===== config.mk =====
export PLATFORM = sky130hd
export DESIGN_NAME = alpha_over_compositor_flat
export DESIGN_NICKNAME = d
export VERILOG_FILES = /design/src/hw/rtl/aoc_pkg.sv /design/src/hw/rtl/aoc_stream_if.sv /design/src/hw/rtl/aoc_front.sv /design/src/hw/rtl/aoc_div_step.sv /design/src/hw/rtl/alpha_over_compositor.sv /design/src/flat_wrapper.sv
export SDC_FILE = /design/constraint.sdc
export NUM_CORES = 2
export LEC_CHECK = 0
export BUFFER_PORTS_ARGS = -buffer_cell sky130_fd_sc_hd__clkbuf_2
export CORE_MARGIN = 3
export CORE_UTILIZATION = 50
export CTS_CLUSTER_DIAMETER = 100
export DETAILED_ROUTE_END_ITERATION = 6
export PLACE_DENSITY = 0.66
export RECOVER_POWER = 25
export REMOVE_ABC_BUFFERS = 1
export SKIP_CTS_REPAIR_TIMING = 1
export SYNTH_ARGS = -nofsm -noshare
export SYNTH_HDL_FRONTEND = slang
export SYNTH_SLANG_ARGS = --single-unit

===== constraint.sdc =====
create_clock -name clk -period 9.6 [get_ports clk]
set_clock_uncertainty 0.1 [all_clocks]
set_input_delay 1.44 -clock clk [delete_from_list [all_inputs] [get_ports clk]]
set_output_delay 1.44 -clock clk [all_outputs]
set_load 0.02 [all_outputs]

===== src/hw/rtl/aoc_pkg.sv =====
package aoc_pkg;

    localparam int CH_W    = 8;               // one unorm channel
    localparam int NCH     = 3;               // color channels
    localparam int PROD_W  = 2 * CH_W;        // 8x8 product
    localparam int DEN_W   = PROD_W;          // coverage term D, max 65025
    localparam int NUM_W   = 3 * CH_W;        // color numerator, max 255*65025
    localparam int RECIP_W = DEN_W + 1;
    localparam int ALPHA_PROD_W = DEN_W + RECIP_W;
    localparam int RECIP_SHIFT  = 23;

    localparam logic [CH_W-1:0]    UNORM_ONE  = 8'd255;
    localparam logic [DEN_W-1:0]   FULL_COVER = 16'd65025;
    // D / 255 == (D * 0x8081) >> 23 for every 16-bit D
    localparam logic [RECIP_W-1:0] RECIP_255  = 17'h08081;

    typedef struct packed {
        logic [CH_W-1:0] fg_red;
        logic [CH_W-1:0] fg_green;
        logic [CH_W-1:0] fg_blue;
        logic [CH_W-1:0] fg_alpha;
        logic [CH_W-1:0] bg_red;
        logic [CH_W-1:0] bg_green;
        logic [CH_W-1:0] bg_blue;
        logic [CH_W-1:0] bg_alpha;
    } pair_t;

    typedef struct packed {
        logic [CH_W-1:0] out_red;
        logic [CH_W-1:0] out_green;
        logic [CH_W-1:0] out_blue;
        logic [CH_W-1:0] out_alpha;
    } pixel_t;

    // carried through the quotient stages
    typedef struct packed {
        logic [NCH-1:0][NUM_W-1:0] rem;
        logic [NCH-1:0][CH_W-1:0]  quo;
        logic [DEN_W-1:0]          den;
        logic [CH_W-1:0]           alpha;
    } div_t;

endpackage


===== src/hw/rtl/aoc_stream_if.sv =====
interface aoc_stream_if #(
    parameter type data_t = logic
);
    logic  valid;
    logic  ready;
    data_t data;

    modport source (
        output valid,
        output data,
        input  ready
    );

    modport sink (
        input  valid,
        input  data,
        output ready
    );
endinterface


===== src/hw/rtl/aoc_front.sv =====
module aoc_front (
    input  logic           clk,
    input  logic           rst_n,
    input  logic           in_valid,
    output logic           in_ready,
    input  aoc_pkg::pair_t in_data,
    output logic           out_valid,
    input  logic           out_ready,
    output aoc_pkg::div_t  out_data
);
    import aoc_pkg::*;

    typedef struct packed {
        logic [NCH-1:0][PROD_W-1:0] top_c;    // color * top alpha
        logic [NCH-1:0][PROD_W-1:0] bot_c;    // color * bottom alpha
        logic [PROD_W-1:0]          inv_prod; // (1-a_top)(1-a_bot)
        logic [CH_W-1:0]            inv_top;
    } s1_t;

    typedef struct packed {
        logic [NCH-1:0][NUM_W-1:0] num;
        logic [DEN_W-1:0]          den;
    } s2_t;

    logic v1_reg, v2_reg, v3_reg;
    logic v1_next, v2_next, v3_next;
    logic rdy1, rdy2, rdy3;
    s1_t  s1_reg, s1_next;
    s2_t  s2_reg, s2_next;
    div_t s3_reg, s3_next;

    logic [CH_W-1:0] top_col [NCH];
    logic [CH_W-1:0] bot_col [NCH];
    logic [ALPHA_PROD_W-1:0] alpha_prod;

    assign rdy3     = !v3_reg || out_ready;
    assign rdy2     = !v2_reg || rdy3;
    assign rdy1     = !v1_reg || rdy2;
    assign in_ready = rdy1;

    assign v1_next = rdy1 ? in_valid : v1_reg;
    assign v2_next = rdy2 ? v1_reg   : v2_reg;
    assign v3_next = rdy3 ? v2_reg   : v3_reg;

    // stage 1: 8x8 products
    always_comb
    begin
        top_col[0] = in_data.fg_red;
        top_col[1] = in_data.fg_green;
        top_col[2] = in_data.fg_blue;
        bot_col[0] = in_data.bg_red;
        bot_col[1] = in_data.bg_green;
        bot_col[2] = in_data.bg_blue;
        s1_next.inv_top  = UNORM_ONE - in_data.fg_alpha;
        s1_next.inv_prod = PROD_W'(UNORM_ONE - in_data.fg_alpha)
                         * PROD_W'(UNORM_ONE - in_data.bg_alpha);
        for (int c = 0; c < NCH; c++)
        begin
            s1_next.top_c[c] = PROD_W'(top_col[c]) * PROD_W'(in_data.fg_alpha);
            s1_next.bot_c[c] = PROD_W'(bot_col[c]) * PROD_W'(in_data.bg_alpha);
        end
    end

    // stage 2: numerators and coverage term
    always_comb
    begin
        s2_next.den = FULL_COVER - s1_reg.inv_prod;
        for (int c = 0; c < NCH; c++)
        begin
            s2_next.num[c] = (NUM_W'(s1_reg.top_c[c]) << CH_W)
                           - NUM_W'(s1_reg.top_c[c])
                           + NUM_W'(s1_reg.bot_c[c]) * NUM_W'(s1_reg.inv_top);
        end
    end

    // stage 3: alpha = D / 255 by reciprocal
    always_comb
    begin
        alpha_prod     = ALPHA_PROD_W'(s2_reg.den) * ALPHA_PROD_W'(RECIP_255);
        s3_next.rem    = s2_reg.num;
        s3_next.quo    = '0;
        s3_next.den    = s2_reg.den;
        s3_next.alpha  = alpha_prod[RECIP_SHIFT +: CH_W];
    end

    always_ff @(posedge clk or negedge rst_n)
    begin
        if (!rst_n)
        begin
            v1_reg <= 1'b0;
            v2_reg <= 1'b0;
            v3_reg <= 1'b0;
        end
        else
        begin
            v1_reg <= v1_next;
            v2_reg <= v2_next;
            v3_reg <= v3_next;
        end
    end

    always_ff @(posedge clk)
    begin
        if (rdy1 && in_valid)
        begin
            s1_reg <= s1_next;
        end
        if (rdy2 && v1_reg)
        begin
            s2_reg <= s2_next;
        end
        if (rdy3 && v2_reg)
        begin
            s3_reg <= s3_next;
        end
    end

    assign out_valid = v3_reg;
    assign out_data  = s3_reg;

    // D is zero only with both alphas zero, and then every numerator is zero
    a_zero_den_num: assert property (@(posedge clk) disable iff (!rst_n)
        v2_reg && s2_reg.den == '0 |->
            s2_reg.num[0] == '0 && s2_reg.num[1] == '0 && s2_reg.num[2] == '0)
        else $error("nonzero numerator with zero coverage");

    a_s1_hold: assert property (@(posedge clk) disable iff (!rst_n)
        v1_reg && !rdy2 |=> v1_reg && $stable(s1_reg))
        else $error("stage 1 item lost under stall");

endmodule


===== src/hw/rtl/aoc_div_step.sv =====
module aoc_div_step #(
    parameter int BIT = 0
) (
    input  logic          clk,
    input  logic          rst_n,
    input  logic          in_valid,
    output logic          in_ready,
    input  aoc_pkg::div_t in_data,
    output logic          out_valid,
    input  logic          out_ready,
    output aoc_pkg::div_t out_data
);
    import aoc_pkg::*;

    logic             valid_reg, valid_next;
    div_t             data_reg, data_next;
    logic [NUM_W-1:0] den_sh;
    logic [NUM_W-1:0] den_sh_q;
    logic [NUM_W:0]   trial [NCH];

    assign in_ready   = !valid_reg || out_ready;
    assign valid_next = in_ready ? in_valid : valid_reg;

    // restoring division, one quotient bit per stage
    always_comb
    begin
        den_sh    = NUM_W'(in_data.den) << BIT;
        data_next = in_data;
        for (int c = 0; c < NCH; c++)
        begin
            trial[c] = {1'b0, in_data.rem[c]} - {1'b0, den_sh};
            if (!trial[c][NUM_W])
            begin
                data_next.rem[c]      = trial[c][NUM_W-1:0];
                data_next.quo[c][BIT] = 1'b1;
            end
        end
    end

    always_ff @(posedge clk or negedge rst_n)
    begin
        if (!rst_n)
        begin
            valid_reg <= 1'b0;
        end
        else
        begin
            valid_reg <= valid_next;
        end
    end

    always_ff @(posedge clk)
    begin
        if (in_ready && in_valid)
        begin
            data_reg <= data_next;
        end
    end

    assign out_valid = valid_reg;
    assign out_data  = data_reg;
    assign den_sh_q  = NUM_W'(data_reg.den) << BIT;

    // quotient fits in 8 bits, so the partial remainder stays below D << BIT
    a_rem_bound: assert property (@(posedge clk) disable iff (!rst_n)
        valid_reg && data_reg.den != '0 |->
            data_reg.rem[0] < den_sh_q && data_reg.rem[1] < den_sh_q
            && data_reg.rem[2] < den_sh_q)
        else $error("partial remainder out of range");

endmodule


===== src/hw/rtl/alpha_over_compositor.sv =====
// Straight-alpha "over" compositor: one foreground/background pixel pair in,
// one composited pixel out, 8-bit unorm channels, all results truncated.
// Accepts one item per clock while the output is not stalled; an item passes
// through 3 multiply stages (products, numerators and coverage, alpha by
// reciprocal), 8 divider stages that each resolve one quotient bit for all
// three colors, and the output register. A fully transparent result (both
// alphas zero) gives zero color. Stalls back up through the stages; bubbles
// are squeezed out, so input stays open under a stall until all stages fill.
module alpha_over_compositor (
    input  logic        clk,
    input  logic        rst_n,
    aoc_stream_if.sink   pixel_pair,
    aoc_stream_if.source pixel
);
    import aoc_pkg::*;

    logic   div_v [CH_W+1];
    logic   div_r [CH_W+1];
    div_t   div_d [CH_W+1];

    logic   out_v_reg, out_v_next;
    pixel_t out_reg, out_next;
    logic   out_rdy;
    div_t   last;

    aoc_front u_front (
        .clk       (clk),
        .rst_n     (rst_n),
        .in_valid  (pixel_pair.valid),
        .in_ready  (pixel_pair.ready),
        .in_data   (pixel_pair.data),
        .out_valid (div_v[0]),
        .out_ready (div_r[0]),
        .out_data  (div_d[0])
    );

    for (genvar k = 0; k < CH_W; k++)
    begin : g_div
        aoc_div_step #(
            .BIT (CH_W - 1 - k)
        ) u_step (
            .clk       (clk),
            .rst_n     (rst_n),
            .in_valid  (div_v[k]),
            .in_ready  (div_r[k]),
            .in_data   (div_d[k]),
            .out_valid (div_v[k+1]),
            .out_ready (div_r[k+1]),
            .out_data  (div_d[k+1])
        );
    end

    assign last          = div_d[CH_W];
    assign out_rdy       = !out_v_reg || pixel.ready;
    assign div_r[CH_W]   = out_rdy;
    assign out_v_next    = out_rdy ? div_v[CH_W] : out_v_reg;

    always_comb
    begin
        out_next.out_alpha = last.alpha;
        if (last.den == '0)
        begin
            out_next.out_red   = '0;
            out_next.out_green = '0;
            out_next.out_blue  = '0;
        end
        else
        begin
            out_next.out_red   = last.quo[0];
            out_next.out_green = last.quo[1];
            out_next.out_blue  = last.quo[2];
        end
    end

    always_ff @(posedge clk or negedge rst_n)
    begin
        if (!rst_n)
        begin
            out_v_reg <= 1'b0;
        end
        else
        begin
            out_v_reg <= out_v_next;
        end
    end

    always_ff @(posedge clk)
    begin
        if (out_rdy && div_v[CH_W])
        begin
            out_reg <= out_next;
        end
    end

    assign pixel.valid = out_v_reg;
    assign pixel.data  = out_reg;

    a_transparent_alpha: assert property (@(posedge clk) disable iff (!rst_n)
        div_v[CH_W] && last.den == '0 |-> last.alpha == '0)
        else $error("zero coverage with nonzero alpha");

endmodule


===== src/flat_wrapper.sv =====
// flat-port wrapper written by rule: the top's interface ports become plain ports
module alpha_over_compositor_flat import aoc_pkg::*;
  (clk, rst_n, pixel_pair_valid, pixel_pair_data, pixel_pair_ready, pixel_valid, pixel_data, pixel_ready);
  aoc_stream_if #(.data_t(pair_t)) pixel_pair_i ();
  aoc_stream_if #(.data_t(pixel_t)) pixel_i ();
  input  logic clk;
  input  logic rst_n;
  input wire logic [$bits(pixel_pair_i.valid)-1:0] pixel_pair_valid;
  input wire logic [$bits(pixel_pair_i.data)-1:0] pixel_pair_data;
  output wire logic [$bits(pixel_pair_i.ready)-1:0] pixel_pair_ready;
  output wire logic [$bits(pixel_i.valid)-1:0] pixel_valid;
  output wire logic [$bits(pixel_i.data)-1:0] pixel_data;
  input wire logic [$bits(pixel_i.ready)-1:0] pixel_ready;
  assign pixel_pair_i.valid = pixel_pair_valid;
  assign pixel_pair_i.data = pixel_pair_data;
  assign pixel_pair_ready = pixel_pair_i.ready;
  assign pixel_valid = pixel_i.valid;
  assign pixel_data = pixel_i.data;
  assign pixel_i.ready = pixel_ready;
  alpha_over_compositor u_core (.clk(clk), .rst_n(rst_n), .pixel_pair(pixel_pair_i), .pixel(pixel_i));
endmodule

==> flow_metrics.py <==
metrics = {
    "synthesis": {
        "synth_edf_count": 1140,
        "synth_ff_type": "edfxtp_1",
        "synthArstFlopShare_pct": 1.04,
        "ys_types": 101,
        "synth_area_mm2": 0.0866,
        "synth.avg_cell_area_um2": 11.0,
        "synth_warnings": 0,
        "ys_ff_latch": 1152,
        "ys_seq_area_share_pct": 39.9,
        "synth_cells": 7911,
    },
    "min_path": {
        "hp-class": "reg -> reg",
    },
    "drt": {
        "drtIter0Drc": 2817,
        "firstDrtPassIters": 5,
        "drc_errors": 0,
        "ant_nets": 0,
        "routed_wl_um": 190000,
        "wl_per_cell_um": 18.2,
        "vias": 55800,
        "avgViaCountPerCell": 5.36,
    },
    "timing": {
        "slew_headroom_pct": -105,
        "setup_viol": 0,
        "tightest_slew_ns": 3.07,
        "rsz0062_at_grt": "false",
        "finalSetupTns_ns": 0,
        "finalHoldViolCount": 0,
        "fin_crit_ns": 7.86,
        "slew_viol_final": 427,
        "clock.fmax_mhz": 127,
        "min_period_over_period_pct": 81.9,
    },
    "setup_path": {
        "worstPathRequired_ns": 9.99,
        "cpMaxStageDelayCell": "clkbuf_1",
        "critPathLaunchType": "flip-flop",
        "setup.worst_path.end_class": "flip-flop",
        "path_max_fanout": 48,
        "critPathTopFamily": "adder cells",
        "worstPathArrival_ns": 8.25,
        "crit_type": "reg -> reg",
        "path_buf_inv": 4,
        "crit_top_cell": "fa_1",
        "cp_cell_sequence": "clkbuf_1 -> nand2_1 -> fa_1 -> inv_1 -> fa_1 -> fa_1 -> fa_1 -> inv_1 -> fa_1 -> inv_1 -> ha_1 -> o21ai_0 -> o21ai_0 -> o221ai_1 -> o21ai_0 -> a221oi_1 -> a21oi_1 -> o21a_1 -> nor2_1 -> xnor2_1",
        "slowest_delay_ns": 1.92,
    },
    "global_routing": {
        "grt-ovfl-total": 0,
        "grtUsageTotal_pct": 21.5,
        "grt_first_pass_wirelength_um": 308000,
        "antenna_found_initial": 1,
        "grt_pass1_vias": 58500,
        "grt_max_degree": 95,
    },
    "die": {
        "core_region_area_mm2": 0.172,
        "rows": 152,
        "die_h_um": 422,
        "initial_core_util_pct": 50.4,
        "die-area_mm2": 0.178,
        "die_x_um": 422,
        "pin_count": 102,
    },
    "placement": {
        "finalWeightedCongestion": 0.917,
        "port-buffer-count": 101,
        "dpl_cell_area_mm2": 0.0898,
        "dp_hpwl_um": 151000,
    },
    "layout": {
        "largest_register_ffs": 804,
        "syn_to_final_growth_pct": 8.14,
        "drive_gt1_share_pct": 6.32,
        "n_antenna_cell": 0,
        "nNetsFinal": 9562,
        "fin_area_mm2": 0.0937,
    },
    "clocking": {
        "numClockSinks": 1152,
        "clkTransAtPathRegs_ns": 0.06,
        "clkLatencyLatePin_ns": 0.77,
        "cts_tree": "done",
        "clock_path_buffers": 3,
        "htree_levels": 3,
        "root_buffer": "clkbuf_16",
        "cts_buffers": 119,
    },
    "flow_run": {
        "drv_cap": 12,
    },
    "outcome": {
        "violations": "capacitance limit, slew limit",
        "status": "finished with violations",
    },
}
path summary, 6_finish.rpt:
check,from,to,slack (ns),cells after the start
worst max-delay path,u_core.u_front.s1_reg[0],u_core.u_front.s2_reg[63],1.74,20
worst min-delay path,u_core.g_div[1].u_step.out_data[48],u_core.g_div[2].u_step.out_data[48],0.28,0
worst max register to register,u_core.u_front.s1_reg[0],u_core.u_front.s2_reg[63],1.74,20
worst min register to register,u_core.g_div[1].u_step.out_data[48],u_core.g_div[2].u_step.out_data[48],0.28,0
max in group asynchronous,rst_n,u_core.u_front.v2_reg,8.29,1
min in group asynchronous,rst_n,u_core.pixel.valid,0.61,1
area by class of cell:
class,count,area (um2)
Clock buffer,147,3080
Timing Repair Buffer,157,885
Sequential cell,1152,34500
Fill cell,14900,78200
Multi-Input combinational cell,5563,47600
Inverter,1017,3820
Clock inverter,70,845
Tap cell,2310,2890
cell usage after synthesis (150+ instances only):
cell type  instances  area [um2]
edfxtp_1        1140       34200
inv_1           1016        3810
ha_1             871       10900
nand2_1          651        2440
fa_1             613       12300
nor2_1           491        1840
a21oi_1          463        2320
and2_1           434        2720
xnor2_1          303        2650
o21ai_0          240        1200
xor2_1           182        1590
a21o_1           150        1130
placed cells by master, fill, tap and decap left out, drive strengths merged, types with 46 or more instances in the layout:
cell type / n
nor2: 492
a21o: 150
inv: 1021
or2: 55
ha: 871
a21oi: 464
edfxtp: 1140
and2: 435
o21ai: 259
fa: 613
nand2b: 98
nor2b: 100
nand3: 89
o21a: 82
nand2: 652
buf: 46
clkbuf: 258
xor2: 182
nor3: 95
xnor2: 303
mux2: 87
a211oi: 46
worst register-to-register path, stage by stage (launching register included):
cell and delay [ns]:
edfxtp_1 0.32, clkbuf_1 1.92, nand2_1 0.28, fa_1 0.65, inv_1 0.05, fa_1 0.48, fa_1 0.51, fa_1 0.50
inv_1 0.05, fa_1 0.47, inv_1 0.04, ha_1 0.32, o21ai_0 0.31, o21ai_0 0.15, o221ai_1 0.31, o21ai_0 0.24
a221oi_1 0.39, a21oi_1 0.16, o21a_1 0.19, nor2_1 0.11, xnor2_1 0.07
routing by layer:
layer / routed length, um / up-vias / global-route usage [%] / share of wire, %
li1: - / 27300 / - / -
met4: 8630 / 0 / 9.17 / 4.6
met1: 77300 / 27200 / 25.2 / 41
met5: 0 / - / 0 / 0
met3: 5390 / 393 / 1.97 / 2.8
met2: 98300 / 1000 / 39.9 / 52
stage by stage:
step	util [%]	setup WS, ns	std cells	hold slack (ns)
after floorplan	-	1.90	7732	0.300
after global placement	52.2	2.94	10200	0.301
after detailed placement	52.2	2.85	10200	0.305
after CTS	54.5	2.85	10400	0.274
after global routing	54.5	1.28	10400	0.280
final	54.5	1.74	10400	0.275
logic make-up (layout without fill, tap and decap cells):
logic type | after synthesis | count (layout) | synth area share [%]
mux | 99 | 99 | 1.30
fa+ha+maj | 1484 | 1484 | 26.7
xor+xnor | 485 | 485 | 4.90
buf+inv | 1196 | 1391 | 5.25
simple gates | 2197 | 2197 | 12.5
compound gates | 1298 | 1298 | 9.49
flops | 1152 | 1152 | 39.9
Power is left out: the tool's default activity adds up to more than one toggle a clock period on the data nets, which glitch-free logic cannot reach.
